`config.mk`:
```
export PLATFORM = sky130hd
export DESIGN_NAME = boc_front
export DESIGN_NICKNAME = d
export VERILOG_FILES = /design/src/hw/rtl/boc_pkg.sv /design/src/hw/rtl/boc_front.sv
export SDC_FILE = /design/constraint.sdc
export NUM_CORES = 2
export LEC_CHECK = 0
export BUFFER_PORTS_ARGS = -buffer_cell sky130_fd_sc_hd__buf_2
export CAP_MARGIN = 10
export CORE_MARGIN = 10
export CORE_UTILIZATION = 45
export CTS_BUF_LIST = sky130_fd_sc_hd__clkbuf_8
export CTS_CLUSTER_DIAMETER = 120
export DETAILED_ROUTE_END_ITERATION = 8
export PLACE_DENSITY = 0.57
export SLEW_MARGIN = 20
export SYNTH_ARGS = -nofsm -noshare
export SYNTH_HDL_FRONTEND = slang
export SYNTH_SLANG_ARGS = --single-unit
export TNS_END_PERCENT = 20
```
`constraint.sdc`:
```
create_clock -name clk -period 22.1 [get_ports clk]
set_input_delay 1.105 -clock clk [delete_from_list [all_inputs] [get_ports clk]]
set_output_delay 1.105 -clock clk [all_outputs]
set_load 0.05 [all_outputs]
```
`src/hw/rtl/boc_pkg.sv`:
```
// ----------------------------------------------------------------------------
// Box counting occupancy package
// Shared widths, constants and the operation record passed from the front
// end to the back end through the operation queue.
// ----------------------------------------------------------------------------
package boc_pkg;

  localparam int MAX_AXES     = 16;
  localparam int BOX_CAPACITY = 1 << 20;
  localparam int INDEX_W      = $clog2(BOX_CAPACITY);
  localparam int AXIS_W       = 4;
  localparam int COUNT_W      = 5;
  localparam int COORD_W      = 32;
  localparam int SCALE_W      = 32;
  localparam int RADIX_W      = 21;
  localparam int DIST_W       = 21;
  localparam int PART_W       = 24;
  localparam int QUEUE_DEPTH  = 4;

  typedef enum logic [1:0] {
    CMD_SETUP = 2'd0,
    CMD_COORD = 2'd1,
    CMD_CLEAR = 2'd2,
    CMD_NONE  = 2'd3
  } cmd_t;

  typedef enum logic [1:0] {
    OP_COORD = 2'd0,
    OP_DROP  = 2'd1,
    OP_CLEAR = 2'd2
  } op_kind_t;

  typedef struct packed {
    op_kind_t             kind;
    logic [RADIX_W-1:0]   cell_num;
    logic [RADIX_W-1:0]   radix;
    logic                 last;
  } op_t;

  typedef enum logic [0:0] {
    REG_AXIS_COUNT = 1'b0,
    REG_BOX_SCALE  = 1'b1
  } reg_idx_t;

endpackage

```
`src/hw/rtl/boc_front.sv`:
```
// ----------------------------------------------------------------------------
// Front end
// Accepts requests, keeps the axis tables and particle position, and turns
// each coordinate into a saturated cell number for the back end.
// ----------------------------------------------------------------------------
module boc_front (
  input  logic                          clk,
  input  logic                          rst,
  input  logic                          in_valid,
  output logic                          in_ready,
  input  logic [1:0]                    cmd,
  input  logic [boc_pkg::AXIS_W-1:0]    axis,
  input  logic signed [boc_pkg::COORD_W-1:0] value,
  input  logic [boc_pkg::RADIX_W-1:0]   radix,
  input  logic [boc_pkg::COUNT_W-1:0]   axis_count,
  input  logic [boc_pkg::SCALE_W-1:0]   box_scale,
  input  logic                          hold,
  output logic                          push,
  output boc_pkg::op_t                  push_op,
  input  logic                          queue_full
);
  import boc_pkg::*;

  localparam int PROD_W = COORD_W + SCALE_W;
  localparam int POS_W  = $clog2(MAX_AXES);

  typedef enum logic [2:0] {
    F_IDLE = 3'b001,
    F_MUL  = 3'b010,
    F_PUSH = 3'b100
  } front_state_t;

  front_state_t       state;
  logic [COORD_W-1:0] origin [MAX_AXES];
  logic [RADIX_W-1:0] radix_tab [MAX_AXES];
  logic [POS_W-1:0]   pos;
  logic [COORD_W-1:0] offset;
  logic [PROD_W-1:0]  prod;
  logic [RADIX_W-1:0] radix_r;
  logic               last_r;
  op_kind_t           kind_r;

  logic                     accept;
  logic [COUNT_W-1:0]       count;
  logic                     is_last;
  logic signed [COORD_W:0]  diff;
  logic [PROD_W-1:0]        rounded;
  logic [PROD_W-29:0]       cell_wide;
  logic [RADIX_W-1:0]       cell_num;
  logic                     setup_ok;

  assign in_ready = (state == F_IDLE) && !hold;
  assign accept   = in_valid && in_ready;
  assign setup_ok = ({1'b0, axis} < (AXIS_W + 1)'(MAX_AXES));

  always_comb begin
    count = axis_count;
    if (axis_count == '0) begin
      count = COUNT_W'(1);
    end else if (axis_count > COUNT_W'(MAX_AXES)) begin
      count = COUNT_W'(MAX_AXES);
    end
  end

  assign is_last = ({1'b0, pos} + 1'b1) >= count;
  assign diff    = {value[COORD_W-1], value} -
                   $signed({origin[pos][COORD_W-1], origin[pos]});

  // Q20.12 times Q16.16 leaves 28 fraction bits; add one half and drop them.
  assign rounded   = prod + (PROD_W'(1) << 27);
  assign cell_wide = rounded[PROD_W-1:28];
  assign cell_num  = (cell_wide >= (PROD_W - 28)'(radix_r)) ?
                     radix_r - 1'b1 : cell_wide[RADIX_W-1:0];

  assign push = (state == F_PUSH) && !queue_full;
  always_comb begin
    push_op          = '0;
    push_op.kind     = kind_r;
    push_op.cell_num = cell_num;
    push_op.radix    = radix_r;
    push_op.last     = last_r;
  end

  always_ff @(posedge clk) begin
    if (rst) begin
      for (int i = 0; i < MAX_AXES; i++) begin
        origin[i]    <= '0;
        radix_tab[i] <= RADIX_W'(1);
      end
    end else if (accept && cmd == CMD_SETUP && setup_ok) begin
      origin[axis[POS_W-1:0]]    <= value;
      radix_tab[axis[POS_W-1:0]] <= (radix == '0) ? RADIX_W'(1) : radix;
    end
  end

  always_ff @(posedge clk) begin
    if (accept) begin
      offset  <= (diff > 0) ? diff[COORD_W-1:0] : '0;
      radix_r <= radix_tab[pos];
      last_r  <= is_last;
    end
    if (state == F_MUL) begin
      prod <= offset * box_scale;
    end
  end

  always_ff @(posedge clk) begin
    if (rst) begin
      state  <= F_IDLE;
      pos    <= '0;
      kind_r <= OP_DROP;
    end else begin
      case (state)
        F_IDLE: begin
          if (accept) begin
            case (cmd)
              CMD_COORD: begin
                kind_r <= OP_COORD;
                pos    <= is_last ? '0 : pos + 1'b1;
                state  <= F_MUL;
              end
              CMD_SETUP: begin
                if (setup_ok) begin
                  kind_r <= OP_DROP;
                  pos    <= '0;
                  state  <= F_PUSH;
                end
              end
              CMD_CLEAR: begin
                kind_r <= OP_CLEAR;
                pos    <= '0;
                state  <= F_PUSH;
              end
              default: ;
            endcase
          end
        end
        F_MUL: state <= F_PUSH;
        F_PUSH: begin
          if (!queue_full) begin
            state <= F_IDLE;
          end
        end
        default: state <= F_IDLE;
      endcase
    end
  end

endmodule

```
==> metrics.cfg <==
[status]
status = complete, no violations

[final_layout]
area_growth_pct = 7.466
final_nets = 7832
final_cell_mix = and2_1 (1416), inv_1 (1009), edfxtp_1 (939), fa_1 (896), nand2_1 (514)
finalCoreUtilization_pct = 48.64
stdcell_count = 8959
layout_commonest_cell = and2_1
drive_gt1_share_pct = 11.71

[timing]
rsz0062_at_grt = no
timing.hold.ws_ps = 466.5
max_clock_freq_mhz = 118.1
worstMarginPinSlew_ps = 1142
relSlewSlack_pct = 22.87
setup_violations = 0
period_share_pct = 38.33
setup_tns_ps = 0
slew_violations = 0
period_needed_ps = 8471
hold_viol = 0
clock-skew-final_ps = 51.88

[clock_tree]
cts_hold_buf = 0
h-tree-depth = 4
post-cts-setup-buffer-count = 0
root_buffer = clkbuf_8
insertion_delay_ps = 900
numCtsBuffers = 158
clockBufferDepth = 3
cts.clk_slew.worst_paths_ps = 70
numClockSinks = 952
cts_resized = 0
cts_tree = done

[placed_design]
routabilityCongestion = 0.8597
hpwl_mm = 144.8
port_buffers = 147
dpl.cell_count = 8664

[global_routing]
grt_pass1_vias = 53347
grt_pass1_wl_mm = 345.8
grt_max_degree = 84
gr-usage-all-layers_pct = 24.15
grt_overflow_total = 0
antenna_found_initial = 41

[route]
detail_route.first_pass.iterations = 8
detail-route-antenna-nets = 0
routedWlPerCell_um = 25.51
via_count = 49423
avgViaCountPerCell = 5.517
drc = 0
drt_iter0_drc = 4147
wirelength_mm = 228.5

[critical_path]
cp.arrival_ps = 9100
r2r-end = prod[63]$_DFFE_PP_
ff2ff_setup_slack_ps = 13630
setup.worst_path.start_class = register
startpoint = offset[16]$_SDFFCE_PP0P_
crit_path_end_kind = register
timing.rr.start = offset[16]$_SDFFCE_PP0P_
r2r_cells = 19
path_max_fanout = 32
required_ps = 22730
path_class = register to register
crit_end = prod[63]$_DFFE_PP_

[yosys]
syn-num-nets = 7860
seq_area_frac_synth_pct = 36.61
synth_top_flop_cell = edfxtp_1
synth_seq_cells = 952
yosys.cell_types.count = 87
syn_area_mm2 = 0.07772
synth.largest_area_cell = edfxtp_1
yosysWarnings = 0
synthArstFlopShare_pct = 0
synth_top_area_share_pct = 36.28
synthTopCellsByArea = edfxtp_1 (36%), fa_1 (23%), and2_1 (11%)
postSynthAreaPerCell_um2 = 11.88
synthCells = 6542
synth_edf_count = 939

[floorplan]
initial_utilization_pct = 45.26
die_x_um = 435.6
rows = 152
core-area_mm2 = 0.1717
ios = 148
fp.dieArea_mm2 = 0.1897
die_h_um = 435.6

[run]
drv_cap = 0

[min_path]
hold_class = register to register

[how the worst min path moves through the flow]
stage / end / from / cells past startpoint
3_3_place_gp: kind_r[0]$_SDFFE_PP1P_ / kind_r[0]$_SDFFE_PP1P_ / 1
4_1_cts: state[2]$_SDFFE_PP0P_ / queue_full / 3
3_5_place_dp: kind_r[0]$_SDFFE_PP1P_ / kind_r[0]$_SDFFE_PP1P_ / 1
5_1_grt: state[2]$_SDFFE_PP0P_ / queue_full / 3
6_report: kind_r[0]$_SDFFE_PP1P_ / kind_r[0]$_SDFFE_PP1P_ / 1
2_1_floorplan: state[1]$_SDFFE_PP0P_ / state[0]$_SDFFE_PP1P_ / 2
[cells in the mapped netlist, types with 6 or more instances]
| master | instances |
|---|---|
| a221o_1 | 6 |
| clkbuf_1 | 386 |
| a211oi_1 | 13 |
| mux2i_1 | 6 |
| a31oi_1 | 16 |
| o31ai_1 | 8 |
| nor4_1 | 21 |
| a21o_1 | 50 |
| mux2_4 | 19 |
| nor2b_1 | 15 |
| o211ai_1 | 10 |
| clkbuf_2 | 8 |
| nand2_1 | 514 |
| nor3_1 | 59 |
| a21oi_1 | 95 |
| nand3_1 | 33 |
| and2_1 | 1416 |
| fa_1 | 896 |
| xor2_1 | 41 |
| o21bai_1 | 18 |
| xnor2_1 | 63 |
| buf_1 | 19 |
| and3_1 | 17 |
| ha_1 | 321 |
| and4_1 | 7 |
| mux4_2 | 265 |
| or2_2 | 19 |
| dfxtp_1 | 13 |
| nand2b_1 | 12 |
| nor2_1 | 101 |
| o21ai_0 | 54 |
| a311oi_1 | 6 |
| o21a_1 | 9 |
| edfxtp_1 | 939 |
| nand4_1 | 22 |
| inv_1 | 953 |
[layout make-up]
type	instances	area, µm²
Antenna cell	11	27.53
Clock buffer	160	2202
Clock inverter	124	718.2
Fill cell	15400	88210
Inverter	955	3585
Multi-Input combinational cell	4216	44250
Sequential cell	952	28480
Tap cell	2310	2890
Timing Repair Buffer	231	1379
[through the flow]
stage               worst slack [ps]  cell area (µm²)
floorplan                      14190            77720
global route                   13390            83510
global placement               13110            80580
finish                         13630            83530
detailed placement             13010            80580
CTS                            13870            83500
[cell families (layout without fill, tap and decap cells)]
family / after synthesis / in the layout / share of synthesized area, %
AND/OR/NAND/NOR: 2268 / 2268 / 16.31
buffers and inverters: 1374 / 1470 / 6.677
adder cells (fa/ha/maj): 1217 / 1217 / 28.25
flip-flops: 952 / 952 / 36.61
AO/OA/AOI/OAI: 335 / 335 / 2.832
multiplexers: 292 / 292 / 8.152
XOR/XNOR: 104 / 104 / 1.172
other: 0 / 11 / 0
[registers in the layout, indices dropped and copies added, names as in the netlist, named ones only]
name and flops:
kind_r 2, last_r 1, offset 32, origin 512, pos 4, prod 37
radix_r 21, radix_tab 336, state 3
[worst max-delay path, cell delays in order, from the launching register on]
cell	delay, ps
edfxtp_1	330
buf_4	490
and2_1	240
fa_1	460
fa_1	550
inv_1	50
fa_1	440
fa_1	580
inv_1	80
fa_1	550
fa_1	440
fa_1	520
fa_1	430
ha_1	370
a21oi_1	450
o2111ai_1	270
o311ai_0	990
a31oi_1	480
a32oi_1	380
xnor2_1	100
[per-layer routing]
metal,vias to the layer above,GRT usage (%),wire [µm]
met4,16,9.028,8506
met3,451,3.611,13980
met5,-,0,113
met2,1811,41.75,115400
li1,21207,-,-
met1,25938,30.62,90520
Power is not shown: default switching activity piles up to over one toggle a cycle in this logic, so the estimate is an artifact.
