===== src/hw/rtl/boc_pkg.sv =====
// ----------------------------------------------------------------------------
// Box counting occupancy package
// Shared widths, constants and the operation record passed from the front
// end to the back end through the operation queue.
// ----------------------------------------------------------------------------
package boc_pkg;

  localparam int MAX_AXES     = 16;
  localparam int BOX_CAPACITY = 1 << 20;
  localparam int INDEX_W      = $clog2(BOX_CAPACITY);
  localparam int AXIS_W       = 4;
  localparam int COUNT_W      = 5;
  localparam int COORD_W      = 32;
  localparam int SCALE_W      = 32;
  localparam int RADIX_W      = 21;
  localparam int DIST_W       = 21;
  localparam int PART_W       = 24;
  localparam int QUEUE_DEPTH  = 4;

  typedef enum logic [1:0] {
    CMD_SETUP = 2'd0,
    CMD_COORD = 2'd1,
    CMD_CLEAR = 2'd2,
    CMD_NONE  = 2'd3
  } cmd_t;

  typedef enum logic [1:0] {
    OP_COORD = 2'd0,
    OP_DROP  = 2'd1,
    OP_CLEAR = 2'd2
  } op_kind_t;

  typedef struct packed {
    op_kind_t             kind;
    logic [RADIX_W-1:0]   cell_num;
    logic [RADIX_W-1:0]   radix;
    logic                 last;
  } op_t;

  typedef enum logic [0:0] {
    REG_AXIS_COUNT = 1'b0,
    REG_BOX_SCALE  = 1'b1
  } reg_idx_t;

endpackage


===== src/hw/rtl/boc_queue.sv =====
// ----------------------------------------------------------------------------
// Operation queue
// Small FIFO that decouples the front end from the back end.
// ----------------------------------------------------------------------------
module boc_queue #(
  parameter int DEPTH = boc_pkg::QUEUE_DEPTH
) (
  input  logic         clk,
  input  logic         rst,
  input  logic         push,
  input  boc_pkg::op_t push_op,
  output logic         full,
  input  logic         pop,
  output logic         nonempty,
  output boc_pkg::op_t pop_op
);
  import boc_pkg::*;

  localparam int PTR_W = (DEPTH > 1) ? $clog2(DEPTH) : 1;
  localparam int CNT_W = $clog2(DEPTH + 1);

  op_t              slots [DEPTH];
  logic [PTR_W-1:0] wr_ptr;
  logic [PTR_W-1:0] rd_ptr;
  logic [CNT_W-1:0] fill;

  assign full     = (fill == CNT_W'(DEPTH));
  assign nonempty = (fill != '0);
  assign pop_op   = slots[rd_ptr];

  always_ff @(posedge clk) begin
    if (push) begin
      slots[wr_ptr] <= push_op;
    end
  end

  always_ff @(posedge clk) begin
    if (rst) begin
      wr_ptr <= '0;
      rd_ptr <= '0;
      fill   <= '0;
    end else begin
      if (push) begin
        wr_ptr <= (wr_ptr == PTR_W'(DEPTH - 1)) ? '0 : wr_ptr + 1'b1;
      end
      if (pop) begin
        rd_ptr <= (rd_ptr == PTR_W'(DEPTH - 1)) ? '0 : rd_ptr + 1'b1;
      end
      fill <= fill + CNT_W'(push) - CNT_W'(pop);
    end
  end

endmodule


===== config.mk =====
export PLATFORM = sky130hd
export DESIGN_NAME = boc_queue
export DESIGN_NICKNAME = d
export VERILOG_FILES = /design/src/hw/rtl/boc_pkg.sv /design/src/hw/rtl/boc_queue.sv
export SDC_FILE = /design/constraint.sdc
export NUM_CORES = 1
export LEC_CHECK = 0
export BUFFER_PORTS_ARGS = -buffer_cell sky130_fd_sc_hd__buf_2
export CAP_MARGIN = 40
export CORE_ASPECT_RATIO = 1.2
export CORE_MARGIN = 4
export CORE_UTILIZATION = 61
export DETAILED_ROUTE_END_ITERATION = 10
export PLACE_DENSITY = 0.84
export SYNTH_ARGS = -nofsm -noshare
export SYNTH_HDL_FRONTEND = slang
export SYNTH_SLANG_ARGS = --single-unit

===== constraint.sdc =====
create_clock -name clk -period 4 [get_ports clk]
set_clock_uncertainty 0.2 [all_clocks]
set_input_delay 0.4 -clock clk [delete_from_list [all_inputs] [get_ports clk]]
set_output_delay 0.4 -clock clk [all_outputs]
set_load 0.02 [all_outputs]

==> results_dict.tcl, run 1 <==
set metrics [dict create \
    grt_use_total 0.202 \
    cellPowerDensity_nw_per_um2 511 \
    yosysTopAreaCell "edfxtp_1" \
    drive_gt1_frac 0.404 \
    antenna_cells 0 \
    dp_cells 526 \
    fin_crit_ns 2.75 \
    ant_nets 0 \
    grt_setup_unrepaired "false" \
    ys.warnings.count 0 \
    cts_buffers 17 \
    crit_type "flip-flop to primary output" \
    grt_max_degree 31 \
    clock_tree.root_cell "clkbuf_16" \
    final_cells 595 \
    cts_htree_levels 4 \
    grt_pass1_wl_mm 19.8 \
    drt_pass1_iterations 4 \
    setup_tns_ns 0 \
    rrSetupSlack_ns 1.80 \
    die_area_um2 13300 \
    drv_cap 0 \
    worstSetupEndpointType "primary output" \
    avgViaCountPerCell 5.52 \
    slowest_delay_ns 0.64 \
    hp-start "push_op[40]" \
    final_cell_mix "180 x edfxtp_1, 95 x buf_2, 40 x mux4_2, 37 x dlygate4sd3_1, 17 x clkbuf_16" \
    crit_fanout 24 \
    holdPathStages 1 \
    p_total_mw 4.44 \
    dp_hpwl_mm 7.30 \
    tightest_slew_ns 0.813 \
    postCtsHoldBufs 37 \
    regToRegEndpoint "slots[2][35]$_DFFE_PP_" \
    start_util 0.629 \
    antenna_found_initial 0 \
    finalHoldViolCount 0 \
    ir_drop_mv 0.319 \
    min_period_over_period 0.688 \
    synth_area_um2 7010 \
    overflow 0 \
    ys_top_cells_by_area "edfxtp_1 77%, mux4_2 13%, dfxtp_1 2.6%" \
    route.vias.total 3283 \
    syn_nets 335 \
    io_buffers 95 \
    routed_wl_mm 12.3 \
    status "completed" \
    cts_resized 0 \
    ys_seq_elements 189 \
    route.detailed.drc 0 \
    drt_iter0_drc 196 \
    synth.distinct_cells 21 \
    syn_to_final_growth_pct 24.0 \
    ys_seq_area_frac 0.797 \
    crit_chain "buf_12, mux4_1, buf_2" \
    cp.required_ns 3.40 \
    clk_pin_slew_worst_paths_ns 0.06 \
    wl_per_cell_um 20.8 \
    whs_endpoint "slots[2][40]$_DFFE_PP_" \
    die_h_um 125 \
    r2r-start "wr_ptr[0]$_SDFFE_PP0P_" \
    maxSlewViolCount 0 \
    setup_viol 0 \
    num_rows 42 \
    cts_tree "built" \
    ioPinCount 96 \
    arrival_ns 2.15 \
    synthCells 278 \
    final_common_cell "edfxtp_1" \
    clock-sinks 189 \
    grt_pass1_vias 3557 \
    avgSynthCellArea_um2 25.2 \
    clockBufferDepth 2 \
    max_freq_ghz 0.364 \
    critPathLaunchType "flip-flop" \
    synth_top_cell_area_share 0.771 \
    gp_congestion 0.712 \
    max_slew_margin 0.458 \
    reg2regPathDepth 4 \
    fp.dieW_um 106 \
    slowest_stage "dfxtp_4" \
    p_leak_nw 3.04 \
    insertion_delay_ns 0.41 \
    postCtsSetupRepairBufs 0 \
    hold_class "input port to flip-flop" \
    nNetsFinal 485 \
    core_area_um2 11100 \
]
[metrics by stage]
| stage | setup slack (ns) | instance area [µm²] | hold WS (ns) | utilization |
|---|---|---|---|---|
| 5_1_grt | 1.10 | 8690 | 0.00239 | 0.780 |
| 4_1_cts | 1.18 | 8690 | 0.000897 | 0.780 |
| 3_5_place_dp | 1.64 | 7720 | 0.297 | 0.693 |
| 3_3_place_gp | 1.59 | 7600 | 0.274 | 0.682 |
| 6_report | 1.25 | 8690 | 0.0217 | 0.780 |
| 2_1_floorplan | 1.77 | 7010 | 0.269 | - |
[flip-flops by register name, summed over array words and instances (netlist names), named ones only]
signal  count
wr_ptr      2
rd_ptr      2
fill        3
slots     180
[critical path: cells and delay by family, from the launching register on]
family / cells / cell delay [ns]
buffers and inverters: 2 / 0.47
flip-flops: 1 / 0.64
multiplexers: 1 / 0.61
[synth_stat cells, drive strengths merged]
cell type,n
xor3,1
nor2b,2
buf,9
or3,1
mux4,45
and3,1
inv,6
nand2b,2
edfxtp,180
dfxtp,9
or3b,2
a21oi,2
clkbuf,1
and2,4
mux2i,2
nor2,3
ha,7
fa,1
[metal layers]
layer,GRT usage,part of all wire,up-vias
met1,0.259,0.39,1682
met3,0.0402,0.048,11
met5,0,0,-
li1,-,-,1476
met2,0.342,0.54,114
met4,0.0846,0.017,0
[worst max-delay path by stage]
stage / startpoint / to
3_3_place_gp: flip-flop / pop_op[36]
4_1_cts: flip-flop / pop_op[35]
3_5_place_dp: flip-flop / pop_op[35]
2_1_floorplan: wr_ptr[0]$_SDFFE_PP0P_ / slots[2][0]$_DFFE_PP_
6_report: flip-flop / pop_op[35]
5_1_grt: flip-flop / pop_op[35]
[power by group]
group | internal, mW | total (mW) | switching (mW) | leakage, nW
Clock | 1.05 | 1.68 | 0.632 | 0.296
Combinational | 0.218 | 0.458 | 0.240 | 1.01
Sequential | 2.26 | 2.30 | 0.0417 | 1.73
[final cells by class]
type / count / area (µm²)
sequential: 189 / 5590
fill: 616 / 2450
multi-input combinational: 73 / 1290
timing repair buffer: 141 / 991
clock buffer: 26 / 499
tap: 154 / 193
clock inverter: 6 / 108
inverter: 6 / 22.5
[logic make-up after synthesis]
kind of cell,count (synthesis),share of synthesized area
xor gates and xnor gates,1,0.00339
muxes,47,0.150
AOI/OAI and AO/OA,2,0.00143
buffers and inverters,16,0.0198
and+or+nand+nor,15,0.0130
DFF,189,0.797
adders and majority gates,8,0.0154
Power figures use the tool's default switching activity.
==> inputs of run 2 (changes only) <==
- CORE_UTILIZATION: 61 -> 51
- PLACE_DENSITY: 0.84 -> 0.75
- clock period: 4 -> 2.3 ns (I/O delays scaled with it)
==> run 2 against run 1 <==
Largest cell class unchanged; combinational power is 93% higher; register-to-register slack worse by 1.5 ns; worst setup slack worse by 1.2 ns; clock power is 73% higher; clock-buffer cell count is 9 lower; via count is 1.2% higher.
==> results_dict.tcl, run 2 (synthesis gave the netlist of run 1 again) <==
set metrics [dict create \
    status "completed" \
    rrSetupSlack_ns 0.31 \
    grt_pass1_wl_mm 19.8 \
    core_area_um2 13400 \
    grt_use_total 0.173 \
    max_slew_margin 0.688 \
    cts_tree "built" \
    crit_fanout 13 \
    ff_latch_area_um2 5590 \
    wl_per_cell_um 20.2 \
    ioPinCount 96 \
    whs_endpoint "wr_ptr[0]$_SDFFE_PP0P_" \
    cts_buffers 17 \
    clock-sinks 189 \
    route.vias.total 3322 \
    nNetsFinal 505 \
    clock_tree.root_cell "clkbuf_16" \
    tightest_slew_ns 0.467 \
    place_ws_ns 0.351 \
    ant_nets 0 \
    largest_reg_flops 180 \
    clockBufferDepth 2 \
    insertion_delay_ns 0.42 \
    start_util 0.525 \
    n_fill_cell 912 \
    drt_iter0_drc 142 \
    io_buffers 95 \
    regToRegEndpoint "fill[2]$_SDFF_PP0_" \
    dp_hpwl_mm 7.76 \
    grt_max_degree 46 \
    multiInputGateArea_um2 1280 \
    setup_viol 0 \
    critPathLaunchType "flip-flop" \
    max_freq_ghz 0.446 \
    cts_htree_levels 4 \
    num_rows 46 \
    final_cell_mix "180 x edfxtp_1, 90 x buf_2, 48 x dlygate4sd3_1, 43 x mux4_2, 17 x clkbuf_16" \
    avgViaCountPerCell 5.28 \
    route.detailed.drc 0 \
    maxSlewViolCount 0 \
    top_regs "slots: 180 flops, fill: 3 flops" \
    reg2regPathDepth 7 \
    arrival_ns 1.81 \
    largest_register "slots" \
    r2r-start "fill[0]$_SDFF_PP0_" \
    min_period_over_period 0.974 \
    drt_pass1_iterations 4 \
    hp-start "wr_ptr[0]$_SDFFE_PP0P_" \
    clk_pin_slew_worst_paths_ns 0.07 \
    gp_congestion 0.700 \
    antenna_cells 0 \
    ir_drop_mv 0.453 \
    grt_setup_unrepaired "true" \
    fp.dieW_um 115 \
    drive_gt1_frac 0.423 \
    finalHoldViolCount 0 \
    holdPathStages 2 \
    antenna_found_initial 0 \
    whs_ns 0.329 \
    layout_setup_ws_ns 0.0601 \
    fin_crit_ns 2.24 \
    final_common_cell "edfxtp_1" \
    cellPowerDensity_nw_per_um2 871 \
    grt_pass1_vias 3641 \
    routed_wl_mm 12.7 \
    die_area_um2 15700 \
    cp.required_ns 1.87 \
    crit_type "flip-flop to primary output" \
    p_leak_nw 3.12 \
    drv_cap 0 \
    worstSetupEndpointType "primary output" \
    hold_class "flip-flop to flip-flop" \
    overflow 0 \
    die_h_um 136 \
    syn_to_final_growth_pct 27.2 \
]
[run 2: cell types whose count changed in the layout (fill, tap and decap cells not counted), sizes merged]
| cell | previous run | this run |
|---|---|---|
| buf | 104 | 113 |
| clkinvlp | 0 | 2 |
| inv | 6 | 15 |
| bufinv | 3 | 2 |
| clkbuf | 26 | 17 |
| dlygate4sd3 | 37 | 48 |
| clkinv | 3 | 2 |
[run 2: layout make-up]
type                    instances  area share
clock inverters                15      0.0192
multi-input cells              73       0.143
clock buffers                  17      0.0477
well taps                     168      0.0236
flip-flops and latches        189       0.627
inverters                       6     0.00253
repair buffers                161       0.136
[run 2: per-stage QoR]
| step | util | area (µm²) | instances | total power, mW | TNS (ns) |
|---|---|---|---|---|---|
| floorplan | - | 7010 | 278 | 4.55 | 0 |
| global placement | 0.581 | 7760 | 544 | 4.81 | 0 |
| detailed placement | 0.581 | 7760 | 544 | 4.84 | 0 |
| CTS | 0.666 | 8890 | 629 | 7.82 | 0 |
| global route | 0.667 | 8910 | 629 | 8.05 | -0.0378 |
| finish | 0.667 | 8910 | 629 | 7.76 | 0 |
[run 2: how the worst max path moves through the flow]
stage                                 from                     to  slack, ns  cells past startpoint
detailed placement                     pop     fill[2]$_SDFF_PP0_       0.35                      7
CTS                              flip-flop              pop_op[6]       0.02                      4
finish                           flip-flop              pop_op[6]       0.06                      4
global route                     flip-flop             pop_op[17]      -0.02                      4
global placement                 flip-flop             pop_op[35]       0.36                      3
floorplan           wr_ptr[0]$_SDFFE_PP0P_  slots[2][0]$_DFFE_PP_       0.07                      3
[run 2: routing by layer]
| metal | part of all wire | global-route usage | routed length [µm] | up-vias |
|---|---|---|---|---|
| li1 | - | - | - | 1517 |
| met1 | 0.39 | 0.214 | 4930 | 1707 |
| met2 | 0.55 | 0.296 | 6990 | 75 |
| met3 | 0.041 | 0.0432 | 525 | 23 |
| met4 | 0.020 | 0.0639 | 249 | 0 |
| met5 | 0 | 0 | 0 | - |
[run 2: power breakdown]
part | internal [mW] | switching (mW) | leakage, nW
sequential | 3.92 | 0.0452 | 1.73
combinational | 0.424 | 0.462 | 1.11
clock | 1.64 | 1.27 | 0.288
total | 5.99 | 1.78 | 3.12
[run 2: repair_timing]
| action | 4_1_cts | 5_1_grt |
|---|---|---|
| endpoints found under the setup margin | 35 | 13 |
| resized for setup | 0 | 14 |
| hold buffers | 48 | 0 |
| endpoints found under the hold margin | 189 | 0 |
| setup buffers | 5 | 0 |
[run 2: critical path, cell delays in order (launching register included)]
cell and delay [ns]:
dfxtp_4 0.37, buf_12 0.14, buf_16 0.17, mux4_2 0.55, buf_6 0.15
